`src/sv/assert_macros.svh`:
```
// ----------------------------------------------------------------------------
// Assertion macros
// Shared concurrent assertion forms, clocked on clk and held off in rst.
// ----------------------------------------------------------------------------
`ifndef ASSERT_MACROS_SVH
`define ASSERT_MACROS_SVH

// check a condition at every clock edge
`define ASSERT_ALWAYS(name, cond, msg) \
  name: assert property (@(posedge clk) disable iff (rst) (cond)) else $error(msg);

// check that a trigger is followed by a condition in the next cycle
`define ASSERT_NEXT(name, trig, cond, msg) \
  name: assert property (@(posedge clk) disable iff (rst) (trig) |=> (cond)) else $error(msg);

`endif

```
`src/sv/tbss_pkg.sv`:
```
// ----------------------------------------------------------------------------
// tbss_pkg
// Types, constants and helpers for the text byte stream statistics block.
// ----------------------------------------------------------------------------
`default_nettype none

package tbss_pkg;

  localparam int COUNT_WIDTH = 32;
  localparam int TALLY_COUNT = 10;
  localparam logic [COUNT_WIDTH-1:0] CNT_MAX = '1;

  localparam int CMDQ_DEPTH = 4;
  localparam int CMDQ_AW    = $clog2(CMDQ_DEPTH);
  localparam int CMDQ_CW    = $clog2(CMDQ_DEPTH + 1);
  localparam int RESQ_DEPTH = 2;
  localparam int RESQ_AW    = $clog2(RESQ_DEPTH);
  localparam int RESQ_CW    = $clog2(RESQ_DEPTH + 1);

  localparam int T_LINES = 0;
  localparam int T_SPACE = 1;
  localparam int T_TAB   = 2;
  localparam int T_PLAIN = 3;
  localparam int T_MIXED = 4;
  localparam int T_DOS   = 5;
  localparam int T_UNIX  = 6;
  localparam int T_MALF  = 7;
  localparam int T_ANSI  = 8;
  localparam int T_UTF8  = 9;

  localparam logic [7:0] CH_TAB   = 8'h09;
  localparam logic [7:0] CH_LF    = 8'h0A;
  localparam logic [7:0] CH_CR    = 8'h0D;
  localparam logic [7:0] CH_SPACE = 8'h20;

  localparam logic [7:0] LEAD2_MASK = 8'hE0;
  localparam logic [7:0] LEAD2_CODE = 8'hC0;
  localparam logic [7:0] LEAD3_MASK = 8'hF0;
  localparam logic [7:0] LEAD3_CODE = 8'hE0;
  localparam logic [7:0] LEAD4_MASK = 8'hF8;
  localparam logic [7:0] LEAD4_CODE = 8'hF0;
  localparam logic [7:0] CONT_MASK  = 8'hC0;
  localparam logic [7:0] CONT_CODE  = 8'h80;

  typedef logic [COUNT_WIDTH-1:0] count_t;

  typedef struct packed {
    logic [7:0] byte_value;
    logic       last_byte;
  } in_item_t;

  typedef struct packed {
    logic [31:0] total_lines;
    logic [31:0] space_only_lines;
    logic [31:0] tab_only_lines;
    logic [31:0] plain_lines;
    logic [31:0] mixed_lines;
    logic [31:0] dos_endings;
    logic [31:0] unix_endings;
    logic [31:0] malformed_endings;
    logic [31:0] ansi_bytes;
    logic [31:0] utf8_chars;
  } result_t;

  typedef struct packed {
    logic       inc_lines;
    logic       inc_space;
    logic       inc_tab;
    logic       inc_plain;
    logic       inc_mixed;
    logic       inc_dos;
    logic       inc_unix;
    logic       malformed;
    logic [1:0] ansi_amount;
    logic       inc_utf8;
    logic       last;
  } cmd_t;

  function automatic count_t sat_add(input count_t c, input logic [1:0] amount);
    logic [COUNT_WIDTH:0] s;
    s = {1'b0, c} + (COUNT_WIDTH + 1)'(amount);
    return s[COUNT_WIDTH] ? CNT_MAX : s[COUNT_WIDTH-1:0];
  endfunction

  function automatic logic [31:0] clamp32(input count_t c);
    logic [63:0] w;
    w = 64'(c);
    return (w > 64'h0000_0000_FFFF_FFFF) ? 32'hFFFF_FFFF : w[31:0];
  endfunction

endpackage

`default_nettype wire

```
`src/sv/tbss_front.sv`:
```
// ----------------------------------------------------------------------------
// tbss_front
// Classifies each byte against the line and UTF-8 trackers and issues one
// counter update command per accepted beat.
// ----------------------------------------------------------------------------
`default_nettype none

module tbss_front (
  input  wire logic              clk,
  input  wire logic              rst,
  input  wire logic              push,
  input  wire tbss_pkg::in_item_t item,
  input  wire logic              cmdq_full,
  output tbss_pkg::cmd_t         cmd,
  output logic                   cmd_push
);
  import tbss_pkg::*;

  logic       at_line_start, at_line_start_next;
  logic       space_seen,    space_seen_next;
  logic       tab_seen,      tab_seen_next;
  logic       after_cr,      after_cr_next;
  logic       after_bare_lf, after_bare_lf_next;
  logic [2:0] utf8_expected, utf8_expected_next;
  logic [2:0] utf8_received, utf8_received_next;

  logic [7:0] b;
  logic [2:0] rec_inc;

  assign cmd_push = push && !cmdq_full;
  assign b        = item.byte_value;
  assign rec_inc  = utf8_received + 3'd1;

  always_comb begin
    cmd                = '0;
    cmd.last           = item.last_byte;
    at_line_start_next = at_line_start;
    space_seen_next    = space_seen;
    tab_seen_next      = tab_seen;
    after_cr_next      = after_cr;
    after_bare_lf_next = after_bare_lf;
    utf8_expected_next = utf8_expected;
    utf8_received_next = utf8_received;

    if (b == CH_TAB || b == CH_SPACE) begin
      if (at_line_start) begin
        if (b == CH_TAB) tab_seen_next = 1'b1;
        else space_seen_next = 1'b1;
      end
      after_cr_next      = 1'b0;
      after_bare_lf_next = 1'b0;
    end else if (b == CH_LF) begin
      if (after_cr) begin
        cmd.inc_dos = 1'b1;
      end else begin
        cmd.inc_unix       = 1'b1;
        after_bare_lf_next = 1'b1;
      end
      cmd.inc_lines = 1'b1;
      cmd.inc_mixed = tab_seen && space_seen;
      cmd.inc_tab   = tab_seen && !space_seen;
      cmd.inc_space = !tab_seen && space_seen;
      cmd.inc_plain = !tab_seen && !space_seen;
      tab_seen_next      = 1'b0;
      space_seen_next    = 1'b0;
      at_line_start_next = 1'b1;
      after_cr_next      = 1'b0;
    end else if (b == CH_CR) begin
      if (after_bare_lf) begin
        cmd.malformed = 1'b1;
        after_cr_next = 1'b0;
      end else begin
        after_cr_next = 1'b1;
      end
      after_bare_lf_next = 1'b0;
    end else begin
      at_line_start_next = 1'b0;
      after_cr_next      = 1'b0;
      after_bare_lf_next = 1'b0;
      if (b[7]) begin
        if (utf8_expected != 3'd0) begin
          if ((b & CONT_MASK) == CONT_CODE) begin
            if (rec_inc >= utf8_expected) begin
              cmd.inc_utf8       = 1'b1;
              utf8_expected_next = 3'd0;
              utf8_received_next = 3'd0;
            end else begin
              utf8_received_next = rec_inc;
            end
          end else begin
            cmd.ansi_amount    = utf8_received[1:0];
            utf8_expected_next = 3'd0;
            utf8_received_next = 3'd0;
          end
        end else if ((b & LEAD2_MASK) == LEAD2_CODE) begin
          utf8_expected_next = 3'd2;
          utf8_received_next = 3'd1;
        end else if ((b & LEAD3_MASK) == LEAD3_CODE) begin
          utf8_expected_next = 3'd3;
          utf8_received_next = 3'd1;
        end else if ((b & LEAD4_MASK) == LEAD4_CODE) begin
          utf8_expected_next = 3'd4;
          utf8_received_next = 3'd1;
        end else begin
          cmd.ansi_amount = 2'd1;
        end
      end
    end

    // drop all line and sequence state after the final byte
    if (item.last_byte) begin
      at_line_start_next = 1'b1;
      space_seen_next    = 1'b0;
      tab_seen_next      = 1'b0;
      after_cr_next      = 1'b0;
      after_bare_lf_next = 1'b0;
      utf8_expected_next = 3'd0;
      utf8_received_next = 3'd0;
    end
  end

  always_ff @(posedge clk) begin
    if (rst) begin
      at_line_start <= 1'b1;
      space_seen    <= 1'b0;
      tab_seen      <= 1'b0;
      after_cr      <= 1'b0;
      after_bare_lf <= 1'b0;
      utf8_expected <= 3'd0;
      utf8_received <= 3'd0;
    end else if (cmd_push) begin
      at_line_start <= at_line_start_next;
      space_seen    <= space_seen_next;
      tab_seen      <= tab_seen_next;
      after_cr      <= after_cr_next;
      after_bare_lf <= after_bare_lf_next;
      utf8_expected <= utf8_expected_next;
      utf8_received <= utf8_received_next;
    end
  end

endmodule

`default_nettype wire

```
`src/sv/tbss_cmd_queue.sv`:
```
// ----------------------------------------------------------------------------
// tbss_cmd_queue
// Short command queue between the classifier and the counter bank.
// ----------------------------------------------------------------------------
`default_nettype none

`include "assert_macros.svh"

module tbss_cmd_queue (
  input  wire logic           clk,
  input  wire logic           rst,
  input  wire logic           push,
  input  wire tbss_pkg::cmd_t din,
  output logic                full,
  output logic                empty,
  input  wire logic           pop,
  output tbss_pkg::cmd_t      dout
);
  import tbss_pkg::*;

  cmd_t               mem [CMDQ_DEPTH];
  logic [CMDQ_AW-1:0] wr_ptr;
  logic [CMDQ_AW-1:0] rd_ptr;
  logic [CMDQ_CW-1:0] count;
  logic               do_push;
  logic               do_pop;

  assign full    = (count == CMDQ_CW'(CMDQ_DEPTH));
  assign empty   = (count == '0);
  assign do_push = push && !full;
  assign do_pop  = pop && !empty;
  assign dout    = mem[rd_ptr];

  always_ff @(posedge clk) begin
    if (do_push) mem[wr_ptr] <= din;
  end

  always_ff @(posedge clk) begin
    if (rst) begin
      wr_ptr <= '0;
      rd_ptr <= '0;
      count  <= '0;
    end else begin
      if (do_push) wr_ptr <= wr_ptr + CMDQ_AW'(1);
      if (do_pop) rd_ptr <= rd_ptr + CMDQ_AW'(1);
      if (do_push && !do_pop) count <= count + CMDQ_CW'(1);
      else if (do_pop && !do_push) count <= count - CMDQ_CW'(1);
    end
  end

  `ASSERT_ALWAYS(a_count_bound, count <= CMDQ_CW'(CMDQ_DEPTH), "command queue overfilled")
  `ASSERT_NEXT(a_count_up, do_push && !do_pop, count == $past(count) + CMDQ_CW'(1),
    "command queue count missed a push")
  `ASSERT_NEXT(a_count_down, do_pop && !do_push, count == $past(count) - CMDQ_CW'(1),
    "command queue count missed a pop")

endmodule

`default_nettype wire

```
`src/sv/tbss_back.sv`:
```
// ----------------------------------------------------------------------------
// tbss_back
// Saturating counter bank; applies commands and queues the totals on the
// final byte of a file.
// ----------------------------------------------------------------------------
`default_nettype none

`include "assert_macros.svh"

module tbss_back (
  input  wire logic            clk,
  input  wire logic            rst,
  input  wire logic            cmdq_empty,
  input  wire tbss_pkg::cmd_t  cmd,
  output logic                 cmdq_pop,
  output logic                 empty,
  input  wire logic            pop,
  output tbss_pkg::result_t    result
);
  import tbss_pkg::*;

  count_t             tally     [TALLY_COUNT];
  count_t             tally_upd [TALLY_COUNT];
  logic [1:0]         amount    [TALLY_COUNT];
  result_t            res_new;
  result_t            rmem      [RESQ_DEPTH];
  logic [RESQ_AW-1:0] rwr_ptr;
  logic [RESQ_AW-1:0] rrd_ptr;
  logic [RESQ_CW-1:0] rcount;
  logic               rfull;
  logic               emit;
  logic               do_rpop;

  assign rfull    = (rcount == RESQ_CW'(RESQ_DEPTH));
  assign empty    = (rcount == '0);
  assign do_rpop  = pop && !empty;
  assign cmdq_pop = !cmdq_empty && (!cmd.last || !rfull);
  assign emit     = cmdq_pop && cmd.last;
  assign result   = rmem[rrd_ptr];

  always_comb begin
    amount[T_LINES] = {1'b0, cmd.inc_lines};
    amount[T_SPACE] = {1'b0, cmd.inc_space};
    amount[T_TAB]   = {1'b0, cmd.inc_tab};
    amount[T_PLAIN] = {1'b0, cmd.inc_plain};
    amount[T_MIXED] = {1'b0, cmd.inc_mixed};
    amount[T_DOS]   = {1'b0, cmd.inc_dos};
    amount[T_UNIX]  = {1'b0, cmd.inc_unix};
    amount[T_MALF]  = {1'b0, cmd.malformed};
    amount[T_ANSI]  = cmd.ansi_amount;
    amount[T_UTF8]  = {1'b0, cmd.inc_utf8};
    for (int k = 0; k < TALLY_COUNT; k++) begin
      tally_upd[k] = sat_add(tally[k], amount[k]);
    end
    // reclassify the last bare line feed
    if (cmd.malformed && tally[T_UNIX] != '0) begin
      tally_upd[T_UNIX] = tally[T_UNIX] - count_t'(1);
    end
  end

  always_comb begin
    res_new.total_lines       = clamp32(tally_upd[T_LINES]);
    res_new.space_only_lines  = clamp32(tally_upd[T_SPACE]);
    res_new.tab_only_lines    = clamp32(tally_upd[T_TAB]);
    res_new.plain_lines       = clamp32(tally_upd[T_PLAIN]);
    res_new.mixed_lines       = clamp32(tally_upd[T_MIXED]);
    res_new.dos_endings       = clamp32(tally_upd[T_DOS]);
    res_new.unix_endings      = clamp32(tally_upd[T_UNIX]);
    res_new.malformed_endings = clamp32(tally_upd[T_MALF]);
    res_new.ansi_bytes        = clamp32(tally_upd[T_ANSI]);
    res_new.utf8_chars        = clamp32(tally_upd[T_UTF8]);
  end

  always_ff @(posedge clk) begin
    if (rst) begin
      for (int k = 0; k < TALLY_COUNT; k++) tally[k] <= '0;
    end else if (emit) begin
      for (int k = 0; k < TALLY_COUNT; k++) tally[k] <= '0;
    end else if (cmdq_pop) begin
      for (int k = 0; k < TALLY_COUNT; k++) tally[k] <= tally_upd[k];
    end
  end

  always_ff @(posedge clk) begin
    if (emit) rmem[rwr_ptr] <= res_new;
  end

  always_ff @(posedge clk) begin
    if (rst) begin
      rwr_ptr <= '0;
      rrd_ptr <= '0;
      rcount  <= '0;
    end else begin
      if (emit) rwr_ptr <= rwr_ptr + RESQ_AW'(1);
      if (do_rpop) rrd_ptr <= rrd_ptr + RESQ_AW'(1);
      if (emit && !do_rpop) rcount <= rcount + RESQ_CW'(1);
      else if (do_rpop && !emit) rcount <= rcount - RESQ_CW'(1);
    end
  end

  `ASSERT_ALWAYS(a_res_bound, rcount <= RESQ_CW'(RESQ_DEPTH), "result queue overfilled")
  `ASSERT_NEXT(a_clear_on_emit, emit, tally[T_LINES] == '0 && tally[T_ANSI] == '0,
    "counters not cleared after totals")
  `ASSERT_NEXT(a_emit_lands, emit && !do_rpop, rcount == $past(rcount) + RESQ_CW'(1),
    "totals beat lost")

endmodule

`default_nettype wire

```
`src/sv/text_byte_stream_statistics.sv`:
```
// ----------------------------------------------------------------------------
// text_byte_stream_statistics
// Line ending, leading whitespace and UTF-8 statistics over a byte stream.
// ----------------------------------------------------------------------------
// One file byte is taken per beat, one per clock cycle when the result side
// keeps up. Each byte is classified in the cycle it is accepted and leaves a
// counter update in a four-entry command queue; the counter bank retires one
// update per cycle unless held at a last byte. On the byte marked last, the
// ten totals (saturating, shown as 32 bits) enter the result queue as that
// byte's update leaves the command queue; every counter and flag starts over
// for the next file. Up to two sets of totals wait in the result queue; while
// it is full the counter bank holds at the next last byte and input fills up.
`default_nettype none

module text_byte_stream_statistics (
  input  wire logic               clk,
  input  wire logic               rst,
  input  wire logic               push,
  output logic                    full,
  input  wire tbss_pkg::in_item_t item,
  output logic                    empty,
  input  wire logic               pop,
  output tbss_pkg::result_t       result
);
  import tbss_pkg::*;

  cmd_t cmd_in;
  cmd_t cmd_out;
  logic cmd_push;
  logic cmdq_empty;
  logic cmdq_pop;

  tbss_front u_front (
    .clk       (clk),
    .rst       (rst),
    .push      (push),
    .item      (item),
    .cmdq_full (full),
    .cmd       (cmd_in),
    .cmd_push  (cmd_push)
  );

  tbss_cmd_queue u_cmd_queue (
    .clk   (clk),
    .rst   (rst),
    .push  (cmd_push),
    .din   (cmd_in),
    .full  (full),
    .empty (cmdq_empty),
    .pop   (cmdq_pop),
    .dout  (cmd_out)
  );

  tbss_back u_back (
    .clk        (clk),
    .rst        (rst),
    .cmdq_empty (cmdq_empty),
    .cmd        (cmd_out),
    .cmdq_pop   (cmdq_pop),
    .empty      (empty),
    .pop        (pop),
    .result     (result)
  );

endmodule

`default_nettype wire
```
`config.mk`:
```
export PLATFORM = sky130hd
export DESIGN_NAME = text_byte_stream_statistics
export DESIGN_NICKNAME = d
export VERILOG_FILES = /design/src/sv/tbss_pkg.sv /design/src/sv/tbss_front.sv /design/src/sv/tbss_cmd_queue.sv /design/src/sv/tbss_back.sv /design/src/sv/text_byte_stream_statistics.sv
export VERILOG_INCLUDE_DIRS = /design/src /design/src/sv
export SDC_FILE = /design/constraint.sdc
export NUM_CORES = 2
export LEC_CHECK = 0
export BUFFER_PORTS_ARGS = -buffer_cell sky130_fd_sc_hd__clkbuf_2
export CAP_MARGIN = 0
export CORE_MARGIN = 2
export CORE_UTILIZATION = 25
export CTS_CLUSTER_DIAMETER = 50
export DETAILED_ROUTE_END_ITERATION = 10
export GPL_TIMING_DRIVEN = 0
export PLACE_DENSITY = 0.4
export SLEW_MARGIN = 20
export SYNTH_ARGS = -nofsm -noshare
export SYNTH_HDL_FRONTEND = slang
export SYNTH_SLANG_ARGS = --single-unit
```
`constraint.sdc`:
```
create_clock -name clk -period 18.05 [get_ports clk]
set_clock_uncertainty 0.2 [all_clocks]
set_input_delay 1.805 -clock clk [delete_from_list [all_inputs] [get_ports clk]]
set_output_delay 1.805 -clock clk [all_outputs]
set_load 0.05 [all_outputs]
```
Yosys cells after proc, flatten, opt, wreduce, memory -nomap -nowiden
Memories as Yosys holds them, arrays and structs flattened. A register that Yosys moved wholly into a read port is not among the register bits.
Cells that the tools add are included.
W data, S select, Z words.
- register bits: 22
- memory bits (writable): 1008
- input bits: 13
- output and inout bits: 322
- memories: 3
- add/subtract/negate cells: 20
- order comparisons: 1
- equal/unequal tests: 19
- multiplexer cells: 112
- bitwise logic cells: 20
- reduce and logical (&&, ||, !) cells: 43
- memory list (memory ; depth ; bits a word ; read ports ; clocked after Yosys merged registers in ; wr ports ; RTL line ; RTL):
    u_back.rmem ; 2 ; 320 ; 1 ; 1 ; 1 ; tbss_back.sv:26 ; result_t rmem [RESQ_DEPTH];
    u_back.tally ; 10 ; 32 ; 10 ; 0 ; 10 ; tbss_back.sv:22 ; count_t tally [TALLY_COUNT];
    u_cmd_queue.mem ; 4 ; 12 ; 1 ; 1 ; 1 ; tbss_cmd_queue.sv:21 ; cmd_t mem [CMDQ_DEPTH];
- operators by type and width (cell ; count):
    $mux W32 ; 31
    $add A32 B1 Y33 ; 9
    $mux W3 ; 26
    $mux W1 ; 44
    $add A32 B2 Y33 ; 1
    $reduce_bool A32 Y1 ; 1
    $sub A32 B1 Y32 const B ; 1
    $eq A8 B4 Y1 const B ; 3
    $or A1 B1 Y1 ; 20
    $mux W2 ; 8
    $logic_and A1 B1 Y1 ; 15
    $logic_not A1 Y1 ; 11
    $mux W11 ; 1
    $ne A3 B2 Y1 const B ; 3
    $eq A8 B6 Y1 const B ; 1
    $ne A4 B4 Y1 const B ; 2
    $reduce_and A4 Y1 ; 2
    $mux W7 ; 1
    $reduce_and A7 Y1 ; 1
    $add A2 B1 Y2 const B ; 3
    $add A3 B1 Y3 const B ; 2
    $eq A3 B3 Y1 const B ; 2
    $ne A2 B2 Y1 const B ; 3
    $reduce_and A6 Y1 ; 1
    17 further kinds ; 23

Logic depth before layout (Yosys ltp)
- word-level depth: 10
- gate-level depth with buffers: 13

Modules after synthesis
Synthesis repeated with hierarchy kept, for this count alone.
- cells, all modules: 3364
- area, all modules: 46076.7 sq um
- by module, submodules not included (module ; times used ; cells an instance ; area an instance (sq um) ; seq. area each (sq um)):
    tbss_back ; 1 ; 3149 ; 43047.5 ; 28927.7
    tbss_cmd_queue ; 1 ; 110 ; 2198.4 ; 1621.6
    tbss_front ; 1 ; 105 ; 830.8 ; 220.2

Worst setup path before layout
Ideal clock, no wire load.
- kind: flip-flop to flip-flop
- from: register (tool-made name)
- to: memory u_back.rmem[0][0] (netlist name) (enable)
- library setup time: 1.047 ns
- arrival time: 15.558 ns
- data required time: 16.803 ns
- path slack: 1.246 ns
- stages on the path, launching flop included: 6
- cell sequence: dfxtp_1 -> mux4_2 -> a31oi_1 -> and2_1 -> clkbuf_1 -> nor2b_1
- RTL lines (item ; RTL line):
    end, declared ; tbss_back.sv:26

==> results by stage <==
Global route:
- For this run, the total global-route usage over all layers was measured as 0.135.
- The via count of the first global-routing pass is 29700.
- The total overflow reported by the global router is 0.
- Entering global routing, the biggest net connects 47 pins.
- The first global-routing pass estimated 190000 um of wire.
- The number of antenna violations at the first check in global routing was 16.

Final layout:
- The layout overhead on the synthesized area is 23.7%.
- The filler cell count in the final layout is 18700.
- For this run, the post-layout net count is 3972.
- The sequential cells in the finished layout cover a total of 0.0308 mm2.
- The ratio of cells with drive above 1 in the final layout is 0.259.
- The area of the multi-input gates is 0.0148 mm2.
- The final core utilization is 0.310.
- The number of standard cells in the final layout excluding fillers is 6537.

CTS:
- The worst-skew pair later-pin latency is 0.78 ns.
- CTS saw 1033 sinks.
- The number of hold buffers added after cts is 0.
- The clock tree from TritonCTS is built.
- Clock-pin slew was measured on the worst setup and hold paths at 0.05 ns.
- The number of H-tree levels is 4.
- The root buffer cell chosen for the clock tree is sky130_fd_sc_hd__clkbuf_16.
- The longest clock path from root to sink contains 3 buffers.
- The CTS buffer count is 152.
- After clock tree synthesis, the setup repair step added 0 buffers.
- The number of gates resized after cts is 0.

Placed design:
- The HPWL after detailed placement is 91500 um.
- The setup slack at placement is 12.22 ns.
- The count of input and output buffers is 333.
- The final weighted congestion in routability-driven placement is 0.792.
- Including well taps, the total number of placed cells is 6251.

Worst setup path:
- The type of element capturing the critical path is an output pin.
- The kind of start point of the critical path is a flop.
- For the worst setup path, the data required time is 16.04 ns.
- The largest fanout on the critical path is 10.
- The category of the most critical setup path is reg -> out.
- STA puts the critical path data arrival time at 3.46 ns.

Timing:
- The number of setup violations in the final report is 0.
- The part of the cycle the worst path needs is 0.303.
- The final hold violation count was 0.
- The worst path needs 5.46 ns of the cycle, external delays included.
- The final critical-path setup slack is 12.59 ns.
- For the pin with the worst max-slew slack, the measured transition is 1.05 ns.
- Setup repair after global routing left no endpoint under its margin.
- The worst pin sits at a relative slew slack of 0.298.
- The number of pins exceeding their max-slew limit in the final report is 0.
- The upper clock frequency limit is 183 MHz.

Power:
- The analysis attributes to net switching a power of 4580 uW.
- The worst-case IR drop observed on VDD is 0.102 mV.
- The switching share of total power is 0.405.
- The share of total power dissipated in combinational logic is 0.371.
- The design draws 11300 uW.
- The clock network power share is 0.267.
- The internal power of the cells totals 6730 uW.
- The power per standard cell area is 197 mW/mm2.
- The reported leakage power is 0.0204 uW.
- The share of total power dissipated in sequential elements is 0.362.

Die:
- The total die area is 0.189 mm2.
- The boundary pin count is 335.
- Measured along the x axis, the die boundary spans 435 um.
- The initial utilization of the core area, before any placement, comes to 0.251.
- The area of the placeable core is 0.185 mm2.
- The vertical extent of the die is 435 um.
- The floorplan row count is 158.

Drt:
- The top layer reached by signal wires is met5.
- The total wirelength of the detailed-routed design is 129000 um.
- The remaining antenna violation count is 0.
- Dividing the detail-routed via count by the number of cells gives 4.48.
- The wire length on met2 is 62700 um.
- For this block, wires on met1 add up to 56800 um.
- For this block, the via count after detailed routing is 29300.
- For this run, design rule violations remaining after detail routing come to 0.
- For this run, the detailed router's first-pass iteration total came to 5.
- The number of DRC markers after the initial detailed-route iteration is 1576.
- The met3 routed wirelength is 6070 um.
- The post-detailed-route wirelength per cell is 19.8 um.

Logic synthesis:
- After synthesis, the share of flip-flops with an asynchronous set or reset is 0.
- The count of warnings emitted by yosys is 0.
- The cell count after synthesis came out at 3398.
- The cell area that synthesis handed to floorplanning was 0.0463 mm2.
- The number of nets produced by synthesis is 3445.
- The count of unique library cells instantiated by Yosys is 77.
- The most frequently used flop master after synthesis is sky130_fd_sc_hd__edfxtp_1.
- The synthesis-stage register bit count is 1033.
- In this run, synthesis inferred 1008 flip-flops with an integrated enable.
- The average cell area after synthesis is 13.6 um2.
- The sequential-to-total area share from yosys stat is 0.664.

Run status:
- The run finished with clean final reports.

Flow run:
- The max-cap violation count is 0.

Min path:
- The class of the most critical hold timing path is reg -> reg.
power by group through the flow:
stage	combinational, uW	clock [uW]	sequential, uW
3_3_place_gp	3770	0	4500
2_1_floorplan	2880	0	4340
5_1_grt	4530	3210	4190
4_1_cts	4340	3120	4100
6_report	4200	3020	4090
3_5_place_dp	4330	0	4140
kinds of logic (layout without fill, tap and decap cells):
logic type                 count (synthesis)  after routing  synth area share
and+or+nand+nor                         1127           1127             0.124
DFF                                     1033           1033             0.664
AOI/OAI and AO/OA                        406            406            0.0512
muxes                                    362            362            0.0907
xor gates and xnor gates                 225            225            0.0425
buffers and inverters                    211            866            0.0180
adders and majority gates                 34             34           0.00950
other                                      0              4                 0
placed cells by master (no fill, tap or decap), drive strengths merged, types with 68 or more instances in the layout:
| master | count |
|---|---|
| mux2 | 344 |
| nand2 | 389 |
| xnor2 | 91 |
| xor2 | 134 |
| nor2 | 129 |
| and3 | 76 |
| and2 | 83 |
| inv | 68 |
| buf | 70 |
| nor3 | 77 |
| nand4 | 80 |
| edfxtp | 1008 |
| clkbuf | 645 |
| nand3 | 122 |
| a21oi | 263 |
metrics by stage:
step                      area, um2  setup TNS [ns]  hold slack [ns]
after floorplan               46300               0            0.244
after global placement        51100        -3718.27            0.262
after detailed placement      52100               0            0.273
after CTS                     57300               0            0.280
after global routing          57300               0            0.295
final                         57300               0            0.278
flip-flops by register name (all words and copies together) (netlist names), named ones only:
name and flops:
u_front.tab_seen 1, u_cmd_queue.wr_ptr 2, u_back.rmem 640, u_front.utf8_expected 3, u_cmd_queue.rd_ptr 2, u_front.space_seen 1, u_cmd_queue.mem 48, u_back.rwr_ptr 1
u_back.tally 320, u_front.after_bare_lf 1, u_front.at_line_start 1, u_cmd_queue.count 3, u_back.rcount 2, u_front.utf8_received 3, u_front.after_cr 1, u_back.rrd_ptr 1
synthesized netlist by cell type (4+ instances only):
library cell | count | area share
sky130_fd_sc_hd__or4_1 | 6 | 0.00097
sky130_fd_sc_hd__xnor2_1 | 91 | 0.017
sky130_fd_sc_hd__a21oi_1 | 263 | 0.028
sky130_fd_sc_hd__dfxtp_1 | 25 | 0.011
sky130_fd_sc_hd__ha_1 | 32 | 0.0086
sky130_fd_sc_hd__inv_1 | 44 | 0.0036
sky130_fd_sc_hd__a31o_2 | 5 | 0.00094
sky130_fd_sc_hd__nand2_1 | 388 | 0.031
sky130_fd_sc_hd__xor2_1 | 134 | 0.025
sky130_fd_sc_hd__nand3b_1 | 4 | 0.00065
sky130_fd_sc_hd__or2_2 | 13 | 0.0018
sky130_fd_sc_hd__a211oi_1 | 8 | 0.0013
sky130_fd_sc_hd__mux2_2 | 344 | 0.084
sky130_fd_sc_hd__nor4_1 | 31 | 0.0042
sky130_fd_sc_hd__nor3b_1 | 8 | 0.0013
sky130_fd_sc_hd__and2_1 | 82 | 0.011
sky130_fd_sc_hd__o21ai_0 | 26 | 0.0028
sky130_fd_sc_hd__nor2b_1 | 13 | 0.0018
sky130_fd_sc_hd__a311oi_1 | 9 | 0.0017
sky130_fd_sc_hd__edfxtp_1 | 1008 | 0.65
sky130_fd_sc_hd__a21boi_0 | 4 | 0.00065
sky130_fd_sc_hd__and3_1 | 76 | 0.010
sky130_fd_sc_hd__nand2b_1 | 27 | 0.0036
sky130_fd_sc_hd__o211ai_1 | 5 | 0.00081
sky130_fd_sc_hd__clkbuf_1 | 135 | 0.011
sky130_fd_sc_hd__o21a_1 | 10 | 0.0016
sky130_fd_sc_hd__nor3_1 | 73 | 0.0079
sky130_fd_sc_hd__a41oi_1 | 4 | 0.00076
sky130_fd_sc_hd__a31oi_1 | 29 | 0.0039
sky130_fd_sc_hd__mux2i_1 | 6 | 0.0013
sky130_fd_sc_hd__buf_2 | 17 | 0.0018
sky130_fd_sc_hd__and4_1 | 37 | 0.0070
sky130_fd_sc_hd__o31ai_1 | 5 | 0.00081
sky130_fd_sc_hd__or3_1 | 19 | 0.0026
sky130_fd_sc_hd__mux4_2 | 12 | 0.0058
sky130_fd_sc_hd__buf_1 | 10 | 0.00081
sky130_fd_sc_hd__a21o_1 | 4 | 0.00065
sky130_fd_sc_hd__nand4_1 | 80 | 0.011
sky130_fd_sc_hd__nor2_1 | 129 | 0.010
sky130_fd_sc_hd__nand3_1 | 122 | 0.013
final cells by class:
cell class / count / area share
Sequential cell: 1033 / 0.537
Multi-Input combinational cell: 2154 / 0.258
Clock buffer: 175 / 0.0690
Tap cell: 2480 / 0.0541
Timing Repair Buffer: 373 / 0.0457
Clock inverter: 107 / 0.0218
Buffer: 167 / 0.0119
Inverter: 44 / 0.00288
Antenna cell: 4 / 0.000175
routing by layer:
layer  vias to the layer above  GRT usage
met5                         -          0
met4                        16     0.0438
met3                       215     0.0314
met2                       539      0.225
met1                     14500      0.171
li1                      13900          -
critical path, stage by stage, from the launching register on:
cell and delay [ns]:
sky130_fd_sc_hd__dfxtp_1 0.30, sky130_fd_sc_hd__clkbuf_1 0.39, sky130_fd_sc_hd__clkbuf_2 0.58, sky130_fd_sc_hd__clkbuf_1 0.63
sky130_fd_sc_hd__mux2_2 0.50, sky130_fd_sc_hd__clkbuf_2 0.26
worst paths after layout:
check                                               from                  endpoint  slack (ns)  depth (start not counted)
worst max-delay path                                flop               result[123]       12.59                          5
worst min-delay path            u_front.utf8_received[1]  u_front.utf8_received[1]        0.28                          2
worst max register to register                      flop       u_back.rmem[0][102]       13.33                         11
worst min register to register  u_front.utf8_received[1]  u_front.utf8_received[1]        0.28                          2
(Power assumes the default switching activity.)
